==> src/rtl/srp_pkg.sv <==
// Shared constants and the scale clamp for the smootherstep ramp profile block.
package srp_pkg;

	localparam int SRP_FRAC_BITS = 16;
	localparam int TIME_W        = 32;
	localparam int SCALE_W       = 16;
	localparam int SCALE_IN_W    = 17;
	localparam int DRIVE_W       = 16;
	localparam int Q15_SHIFT     = 15;

	localparam logic [SCALE_W-1:0] SCALE_ONE = 16'h8000;

	// Clamps a signed Q15 value into the range 0 .. 1.0.
	function automatic logic [SCALE_W-1:0] clamp_q15(input logic signed [SCALE_IN_W-1:0] v);
		logic [SCALE_W-1:0] r;
		if (v[SCALE_IN_W-1]) begin
			r = '0;
		end else if (v > $signed({1'b0, SCALE_ONE})) begin
			r = SCALE_ONE;
		end else begin
			r = v[SCALE_W-1:0];
		end
		return r;
	endfunction

endpackage

==> src/rtl/srp_div.sv <==
// Restoring divider that produces one quotient bit per cycle.
module srp_div import srp_pkg::*; #(
	parameter int NW = TIME_W,
	parameter int QW = SRP_FRAC_BITS
) (
	input  logic          clk,
	input  logic          arst_n,
	input  logic          start,
	input  logic [NW-1:0] num,
	input  logic [NW-1:0] den,
	output logic          done,
	output logic [QW-1:0] quo
);

	localparam int CW = $clog2(QW + 1);

	logic          busy_q;
	logic          done_q;
	logic [CW-1:0] cnt_q;
	logic [NW-1:0] rem_q;
	logic [NW-1:0] den_q;
	logic [QW-1:0] quo_q;

	logic [NW:0] rem2;
	logic        ge;
	logic [NW:0] rem_next;

	// The numerator is always below the divisor, so twice the remainder fits NW+1 bits.
	assign rem2     = {rem_q, 1'b0};
	assign ge       = rem2 >= {1'b0, den_q};
	assign rem_next = ge ? (rem2 - {1'b0, den_q}) : rem2;

	always_ff @(posedge clk or negedge arst_n) begin
		if (!arst_n) begin
			busy_q <= 1'b0;
			done_q <= 1'b0;
			cnt_q  <= '0;
		end else begin
			done_q <= 1'b0;
			if (start) begin
				busy_q <= 1'b1;
				cnt_q  <= '0;
			end else if (busy_q) begin
				cnt_q <= cnt_q + CW'(1);
				if (cnt_q == CW'(QW - 1)) begin
					busy_q <= 1'b0;
					done_q <= 1'b1;
				end
			end
		end
	end

	always_ff @(posedge clk) begin
		if (start) begin
			rem_q <= num;
			den_q <= den;
			quo_q <= '0;
		end else if (busy_q) begin
			rem_q <= rem_next[NW-1:0];
			quo_q <= {quo_q[QW-2:0], ge};
		end
	end

	assign done = done_q;
	assign quo  = quo_q;

endmodule

==> src/rtl/srp_mul.sv <==
// Shift-and-add multiplier that retires one multiplier bit per cycle.
module srp_mul import srp_pkg::*; #(
	parameter int AW = SCALE_W,
	parameter int BW = SCALE_W
) (
	input  logic             clk,
	input  logic             arst_n,
	input  logic             start,
	input  logic [AW-1:0]    a,
	input  logic [BW-1:0]    b,
	output logic             done,
	output logic [AW+BW-1:0] p
);

	localparam int PW = AW + BW;

	logic          busy_q;
	logic          done_q;
	logic [PW-1:0] a_q;
	logic [BW-1:0] b_q;
	logic [PW-1:0] p_q;

	// The unit stops as soon as no set multiplier bit is left.
	always_ff @(posedge clk or negedge arst_n) begin
		if (!arst_n) begin
			busy_q <= 1'b0;
			done_q <= 1'b0;
		end else begin
			done_q <= 1'b0;
			if (start) begin
				busy_q <= 1'b1;
			end else if (busy_q && (b_q == '0)) begin
				busy_q <= 1'b0;
				done_q <= 1'b1;
			end
		end
	end

	always_ff @(posedge clk) begin
		if (start) begin
			a_q <= PW'(a);
			b_q <= b;
			p_q <= '0;
		end else if (busy_q && (b_q != '0)) begin
			if (b_q[0]) begin
				p_q <= p_q + a_q;
			end
			a_q <= {a_q[PW-2:0], 1'b0};
			b_q <= {1'b0, b_q[BW-1:1]};
		end
	end

	assign done = done_q;
	assign p    = p_q;

endmodule

==> src/rtl/smootherstep_ramp_profile.sv <==
// Top level of the smootherstep ramp profile: sequencer, ramp state and output register.
//
// Usage: one input word per command on the in_valid / in_ready channel. A start word
// (command = 1) latches clamped start and end scales, the start time and the ramp length;
// a sample word (command = 0) evaluates the quintic smootherstep curve at now_ms while a
// ramp runs. Every input word produces exactly one output word on out_valid / out_ready
// carrying the current Q15 scale, the ramp-active flag and drive_value scaled by that
// scale. One word is worked on at a time; in_ready rises on the same edge that raises
// out_valid, so the next word can be taken while that result waits. Start words and
// idle samples take the drive multiply only; a sample past the end of the ramp adds the
// elapsed-time check first. A sample inside the ramp runs the serial divider for
// FRAC_BITS quotient bits and then five passes of the shared serial multiplier, each
// retiring one multiplier bit per cycle and stopping after its highest set bit. These
// shared serial units set how long a sample inside the ramp takes.
// Reset (arst_n low) clears the ramp state to zero and idle and drops out_valid.
// The output register parts the two channels: a new word is accepted while the previous
// result still waits, and a finished result stalls in the sequencer only until the
// receiver takes the waiting word. Held results keep their payload stable.
module smootherstep_ramp_profile import srp_pkg::*; #(
	parameter int FRAC_BITS = SRP_FRAC_BITS
) (
	input  logic                         clk,
	input  logic                         arst_n,
	input  logic                         in_valid,
	output logic                         in_ready,
	input  logic                         command,
	input  logic [TIME_W-1:0]            now_ms,
	input  logic signed [SCALE_IN_W-1:0] start_scale_in,
	input  logic signed [SCALE_IN_W-1:0] end_scale_in,
	input  logic [TIME_W-1:0]            ramp_length_ms,
	input  logic signed [DRIVE_W-1:0]    drive_value,
	output logic                         out_valid,
	input  logic                         out_ready,
	output logic [SCALE_W-1:0]           scale_out,
	output logic                         ramp_active,
	output logic signed [DRIVE_W-1:0]    scaled_drive
);

	localparam int F  = FRAC_BITS;
	localparam int IW = F + 4;
	localparam int SW = F + 1;
	localparam int AW = (IW > SCALE_W) ? IW : SCALE_W;
	localparam int BW = (SW > SCALE_W) ? SW : SCALE_W;
	localparam int PW = AW + BW;

	typedef enum logic [3:0] {
		S_IDLE,
		S_CHK,
		S_DIV,
		S_M1,
		S_M2,
		S_M3,
		S_M4,
		S_DRV,
		S_DRVW,
		S_OUT
	} state_t;

	state_t state_q;

	// Ramp state.
	logic [SCALE_W-1:0] from_q;
	logic [SCALE_W-1:0] to_q;
	logic [SCALE_W-1:0] scale_q;
	logic [TIME_W-1:0]  begin_q;
	logic [TIME_W-1:0]  dur_q;
	logic               running_q;

	// Per-word working registers.
	logic [TIME_W-1:0]  elapsed_q;
	logic [DRIVE_W-1:0] drive_q;
	logic [F-1:0]       u_q;
	logic [2*F-1:0]     uu_q;
	logic [IW-1:0]      inner_q;
	logic [DRIVE_W-1:0] drv_res_q;

	logic          mul_start_q;
	logic [AW-1:0] mul_a_q;
	logic [BW-1:0] mul_b_q;
	logic          mul_done;
	logic [PW-1:0] mul_p;

	logic         div_start_q;
	logic         div_done;
	logic [F-1:0] div_quo;

	srp_mul #(
		.AW(AW),
		.BW(BW)
	) u_mul (
		.clk   (clk),
		.arst_n(arst_n),
		.start (mul_start_q),
		.a     (mul_a_q),
		.b     (mul_b_q),
		.done  (mul_done),
		.p     (mul_p)
	);

	srp_div #(
		.NW(TIME_W),
		.QW(F)
	) u_div (
		.clk   (clk),
		.arst_n(arst_n),
		.start (div_start_q),
		.num   (elapsed_q),
		.den   (dur_q),
		.done  (div_done),
		.quo   (div_quo)
	);

	// Clamped scales of the incoming word, used only by a start word.
	logic [SCALE_W-1:0] from_in;
	logic [SCALE_W-1:0] to_in;
	assign from_in = clamp_q15(start_scale_in);
	assign to_in   = clamp_q15(end_scale_in);

	// The upper half of u*u (first pass) and of u^2*u (second pass).
	logic [F-1:0] prod_hi;
	assign prod_hi = mul_p[2*F-1:F];

	// Inner polynomial 6u^2 - 15u + 10, taken modulo 2^IW; the true value is always
	// positive and below 2^IW, so the wrap in the intermediate sum is harmless.
	// 15u is formed as 16u - u.
	logic [2*F+2:0] six_uu;
	logic [IW-1:0]  inner_c;
	assign six_uu  = (2*F+3)'({uu_q, 2'b00}) + (2*F+3)'({uu_q, 1'b0});
	assign inner_c = IW'(six_uu >> F) + (IW'(10) << F)
		- ((IW'(u_q) << 4) - IW'(u_q));

	// Curve value s from the third pass, saturated to 1.0.
	logic [IW-1:0] s_raw;
	logic [IW-1:0] one_iw;
	logic [SW-1:0] s_sat;
	assign s_raw  = mul_p[2*F+3:F];
	assign one_iw = IW'(1) << F;
	assign s_sat  = (s_raw > one_iw) ? SW'(one_iw) : s_raw[SW-1:0];

	// Interpolation between the scales, by magnitude and direction.
	logic               to_ge;
	logic [SCALE_W-1:0] mag;
	logic [SCALE_W-1:0] mag_s;
	logic [SCALE_W-1:0] new_scale;
	assign to_ge     = to_q >= from_q;
	assign mag       = to_ge ? (to_q - from_q) : (from_q - to_q);
	assign mag_s     = mul_p[F+SCALE_W-1:F];
	assign new_scale = to_ge ? (from_q + mag_s) : (from_q - mag_s);

	// Drive scaling on magnitudes, so the quotient truncates toward zero.
	logic               drv_neg;
	logic [DRIVE_W-1:0] drv_mag;
	logic [DRIVE_W-1:0] q_mag;
	logic [DRIVE_W-1:0] drv_res;
	assign drv_neg = drive_q[DRIVE_W-1];
	assign drv_mag = drv_neg ? (~drive_q + DRIVE_W'(1)) : drive_q;
	assign q_mag   = mul_p[Q15_SHIFT+DRIVE_W-1:Q15_SHIFT];
	assign drv_res = drv_neg ? (~q_mag + DRIVE_W'(1)) : q_mag;

	assign in_ready = (state_q == S_IDLE);

	always_ff @(posedge clk or negedge arst_n) begin
		if (!arst_n) begin
			state_q      <= S_IDLE;
			from_q       <= '0;
			to_q         <= '0;
			scale_q      <= '0;
			begin_q      <= '0;
			dur_q        <= '0;
			running_q    <= 1'b0;
			elapsed_q    <= '0;
			drive_q      <= '0;
			u_q          <= '0;
			uu_q         <= '0;
			inner_q      <= '0;
			drv_res_q    <= '0;
			mul_start_q  <= 1'b0;
			mul_a_q      <= '0;
			mul_b_q      <= '0;
			div_start_q  <= 1'b0;
			out_valid    <= 1'b0;
			scale_out    <= '0;
			ramp_active  <= 1'b0;
			scaled_drive <= '0;
		end else begin
			mul_start_q <= 1'b0;
			div_start_q <= 1'b0;
			if (out_valid && out_ready) begin
				out_valid <= 1'b0;
			end

			unique case (state_q)
				S_IDLE: begin
					if (in_valid) begin
						drive_q <= drive_value;
						if (command) begin
							from_q    <= from_in;
							to_q      <= to_in;
							begin_q   <= now_ms;
							dur_q     <= ramp_length_ms;
							running_q <= (ramp_length_ms != '0);
							// A zero-length ramp jumps straight to the end scale.
							scale_q   <= (ramp_length_ms != '0) ? from_in : to_in;
							state_q   <= S_DRV;
						end else if (running_q) begin
							elapsed_q <= now_ms - begin_q;
							state_q   <= S_CHK;
						end else begin
							// A sample while idle holds the scale.
							state_q <= S_DRV;
						end
					end
				end
				S_CHK: begin
					if (elapsed_q >= dur_q) begin
						scale_q   <= to_q;
						running_q <= 1'b0;
						state_q   <= S_DRV;
					end else begin
						div_start_q <= 1'b1;
						state_q     <= S_DIV;
					end
				end
				S_DIV: begin
					if (div_done) begin
						u_q         <= div_quo;
						mul_a_q     <= AW'(div_quo);
						mul_b_q     <= BW'(div_quo);
						mul_start_q <= 1'b1;
						state_q     <= S_M1;
					end
				end
				S_M1: begin
					if (mul_done) begin
						uu_q        <= mul_p[2*F-1:0];
						mul_a_q     <= AW'(prod_hi);
						mul_b_q     <= BW'(u_q);
						mul_start_q <= 1'b1;
						state_q     <= S_M2;
					end
				end
				S_M2: begin
					// The inner polynomial settles while u^3 is being formed.
					inner_q <= inner_c;
					if (mul_done) begin
						mul_a_q     <= AW'(inner_q);
						mul_b_q     <= BW'(prod_hi);
						mul_start_q <= 1'b1;
						state_q     <= S_M3;
					end
				end
				S_M3: begin
					if (mul_done) begin
						mul_a_q     <= AW'(mag);
						mul_b_q     <= BW'(s_sat);
						mul_start_q <= 1'b1;
						state_q     <= S_M4;
					end
				end
				S_M4: begin
					if (mul_done) begin
						scale_q <= new_scale;
						state_q <= S_DRV;
					end
				end
				S_DRV: begin
					mul_a_q     <= AW'(drv_mag);
					mul_b_q     <= BW'(scale_q);
					mul_start_q <= 1'b1;
					state_q     <= S_DRVW;
				end
				S_DRVW: begin
					if (mul_done) begin
						drv_res_q <= drv_res;
						state_q   <= S_OUT;
					end
				end
				S_OUT: begin
					if (!out_valid || out_ready) begin
						scale_out    <= scale_q;
						ramp_active  <= running_q;
						scaled_drive <= drv_res_q;
						out_valid    <= 1'b1;
						state_q      <= S_IDLE;
					end
				end
				default: begin
					state_q <= S_IDLE;
				end
			endcase
		end
	end

endmodule

==> config.mk <==
export PLATFORM = sky130hd
export DESIGN_NAME = smootherstep_ramp_profile
export DESIGN_NICKNAME = d
export VERILOG_FILES = /design/src/rtl/srp_pkg.sv /design/src/rtl/srp_div.sv /design/src/rtl/srp_mul.sv /design/src/rtl/smootherstep_ramp_profile.sv
export SDC_FILE = /design/constraint.sdc
export NUM_CORES = 1
export LEC_CHECK = 0
export BUFFER_PORTS_ARGS = -buffer_cell sky130_fd_sc_hd__buf_2
export CORE_ASPECT_RATIO = 1.5
export CORE_MARGIN = 5
export CORE_UTILIZATION = 45
export CTS_BUF_LIST = sky130_fd_sc_hd__clkbuf_8 sky130_fd_sc_hd__clkbuf_16
export DETAILED_ROUTE_END_ITERATION = 8
export PLACE_DENSITY = 0.73
export SLEW_MARGIN = 10
export SYNTH_ARGS = -nofsm -noshare
export SYNTH_HDL_FRONTEND = slang
export SYNTH_SLANG_ARGS = --single-unit
==> constraint.sdc <==
create_clock -name clk -period 5.6 [get_ports clk]
set_clock_uncertainty 0.2 [all_clocks]
set_input_delay 0.28 -clock clk [delete_from_list [all_inputs] [get_ports clk]]
set_output_delay 0.28 -clock clk [all_outputs]
set_load 0.02 [all_outputs]
==> qor.csv <==
stage,metric,value,unit
outcome,outcome,"finished, final reports clean",
global_routing,overflow,0,
final_layout,final_common_cell,nand2_1,
hold_path,hp-class,input port to register,
setup_path,critPathLaunch,uu_q[11],
clocking,cts_max_level,2,
hold_path,min_from,start_scale_in[16],
floorplan,initial_utilization,45.36,%
synth,synth_ff_type,dfrtp_1,
setup_path,path_class,register to register,
routing,vias,25450,
power_and_ir_drop,p_leak,16.65,nW
synth,netlist_area,31270,um2
timing,relSlewSlack,13.61,%
place,hpwl,66.80,mm
floorplan,die_h,332.9,um
floorplan,die_w,225.2,um
final_layout,final_nets,3871,
power_and_ir_drop,vdd_ir_drop_max,0.0004022,V
synth,synth-seq-cells,500,
timing,max_freq,188.8,MHz
routing,drt_iter0_drc,1578,
synth,yosys.area.top_type,dfrtp_1,
clocking,clkLatencyLatePin,630,ps
routing,routedWlPerCell,20.23,um
power_and_ir_drop,p_clk_share,14.8,%
synth,synth_edf_count,101,
place,gp_congestion,0.9600,
synth,ys_seq_area_share,40.54,%
timing,setup_viol_count_final,0,
clocking,cts_buffers,51,
place,port_buffers,153,
synth,synth_top_area_share,26.49,%
floorplan,io_pins,154,
synth,synth-async-reset-ratio,66.20,%
synth,synth_area_leaders,"dfrtp_1, edfxtp_1, ha_1",
synth,synth_cells,3264,
clocking,numClockSinks,500,
power_and_ir_drop,cellPowerDensity,682.6,nW/um2
global_routing,grt_pass1_wl,141.8,mm
floorplan,row_count,118,
setup_path,critical_path_arrival,5580,ps
clocking,cts-root-buf,clkbuf_16,
floorplan,coreArea,68950,um2
setup_path,crit_path_max_fanout,6,
timing,finalCritPeriodShare,94.58,%
timing,worst_pin_slew,1289,ps
final_layout,layout_common_cells,"nand2_1, dfrtp_1, inv_1",
global_routing,grt_antenna_before_repair,2,
synth,syn_nets,3642,
routing,drt-vias-per-instance,5.735,
setup_path,worstSetupStartpointType,register,
power_and_ir_drop,total_power,24.64,mW
routing,drt_wl_total,89.78,mm
synth,synth.distinct_cells,79,
setup_path,r2r-start,uu_q[11],
synth,yosysWarnings,0,
floorplan,die_area,74980,um2
setup_path,rrSetupSlack,300,ps
global_routing,grt_max_degree,136,
routing,ant_nets,0,
job,cap_violations,0,
synth,syn_avg_cell_area,9.581,um2
timing,slew_violations,0,
setup_path,required,5890,ps
power_and_ir_drop,switching_power,11.19,mW
power_and_ir_drop,switching_share,45.42,%
clocking,clk_path_buf_depth,3,
clocking,cts_tree,done,
final_layout,layout-drive-gt1-share,15.55,%
global_routing,first_global_vias,25710,
global_routing,grt.total_usage,23.54,%
setup_path,cp-end-kind,register,
clocking,clk_pin_slew,70,ps
final_layout,area_delta_synth_final,15.41,%
power_and_ir_drop,p_int,13.45,mW
timing,fin_crit,5297,ps
power_and_ir_drop,pwr-share-comb,57.9,%
timing,fin_tns_setup,0,ps
routing,dr.pass1.iters,6,
power_and_ir_drop,p_seq_share,27.3,%
routing,route.detailed.drc,0,
timing,hold_viol,0,
[layer usage]
metal | part of all wire, % | routed length, um | GRT usage [%] | up-vias
met1 | 38 | 33910 | 26.99 | 12290
met3 | 4.7 | 4264 | 3.282 | 260
li1 | - | - | - | 12170
met5 | 0 | 0 | 0 | -
met2 | 51 | 45400 | 41.82 | 728
met4 | 6.9 | 6201 | 13.21 | 0
[metrics by stage]
stage	worst slack, ps	hold slack, ps	instances	util (%)	instance area, um2
2_1_floorplan	298.5	-215.6	3264	-	31270
3_3_place_gp	77.43	131.6	4215	47.86	33000
3_5_place_dp	115.8	135.4	4215	47.86	33000
4_1_cts	74.40	0.6075	4435	52.24	36020
5_1_grt	-2.137	51.41	4436	52.34	36090
6_report	303.4	14.74	4438	52.34	36090
[cell usage after synthesis (18+ instances only)]
cell	number
and3_1	21
a21oi_1	200
a211oi_1	22
nor4_1	28
clkbuf_1	121
ha_1	241
o21ai_0	217
nor3_1	37
nor2_1	195
mux2i_1	51
o21a_1	19
nand2b_1	23
a21o_1	88
nand3_1	71
a31oi_1	47
nor2b_1	30
dfxtp_1	68
edfxtp_1	101
dfrtp_1	331
nand2_1	351
o21bai_1	23
xnor2_1	86
nand4_1	23
a222oi_1	22
o31ai_1	23
fa_1	18
a22oi_1	21
mux2_2	221
xor2_1	85
o211ai_1	20
inv_1	233
[sequential cells by signal, summed over array words and instances (netlist names), 17 cells and up]
signal       flops
mul_b_q         17
uu_q            32
inner_q         20
u_mul.a_q       36
u_div.den_q     32
u_mul.b_q       17
begin_q         32
elapsed_q       32
u_div.rem_q     32
mul_a_q         20
dur_q           32
u_mul.p         36
[worst max-delay path: stages, from the launching register on]
cell and delay, ps:
dfrtp_1 400, ha_1 320, a21oi_1 150, o21ai_1 120, or4_4 440, o211ai_1 300
nand2_1 160, a21oi_2 170, o21bai_1 120, a31o_2 290, a21oi_2 160, xor2_1 190
fa_1 440, inv_1 70, ha_2 310, a21o_1 160, a21o_1 180, a21oi_2 150
nor2_1 60, a21oi_1 100, o31ai_1 120, o41a_1 350, xnor2_1 140, o21ai_0 80
[repair_timing]
item | CTS | global route
resized for setup | 0 | 18
buffers inserted | 0 | 1
hold endpoints to repair | 245 | 0
endpoints found under the setup margin | 0 | 9
hold buffers | 124 | 0
[final timing paths]
path | cells after the start | end
setup / recovery | 23 | inner_q[18]
hold / removal | 4 | from_q[7]
setup reg to reg | 23 | inner_q[18]
hold reg to reg | 0 | u_div.den_q[26]
max in group asynchronous | 3 | drv_res_q[9]
min in group asynchronous | 2 | begin_q[8]
[final cells by class]
class                      count  area [um2]
fill                        6172       32860
multi-input combinational   2382       17230
tap                          900        1126
clock inverter                44       474.2
timing repair buffer         324        2395
antenna                        2       5.005
sequential                   500       12680
inverter                     234       878.3
clock buffer                  52        1301
[power by group through the flow]
stage	Clock (mW)	Sequential [mW]	Combinational, mW
finish	3.65	6.72	14.3
global route	3.85	6.88	15.8
CTS	3.72	6.70	14.1
detailed placement	0	6.76	13.9
global placement	0	6.71	13.7
floorplan	0	6.11	10.6
[cell families after synthesis]
group           Yosys count  synth area share (%)
buf+inv                 382                 4.701
mux                     272                 9.590
fa+ha+maj               259                 10.79
simple gates            863                 12.82
xor+xnor                171                 4.789
flops                   500                 40.54
compound gates          817                 16.77
(Power assumes the default switching activity.)
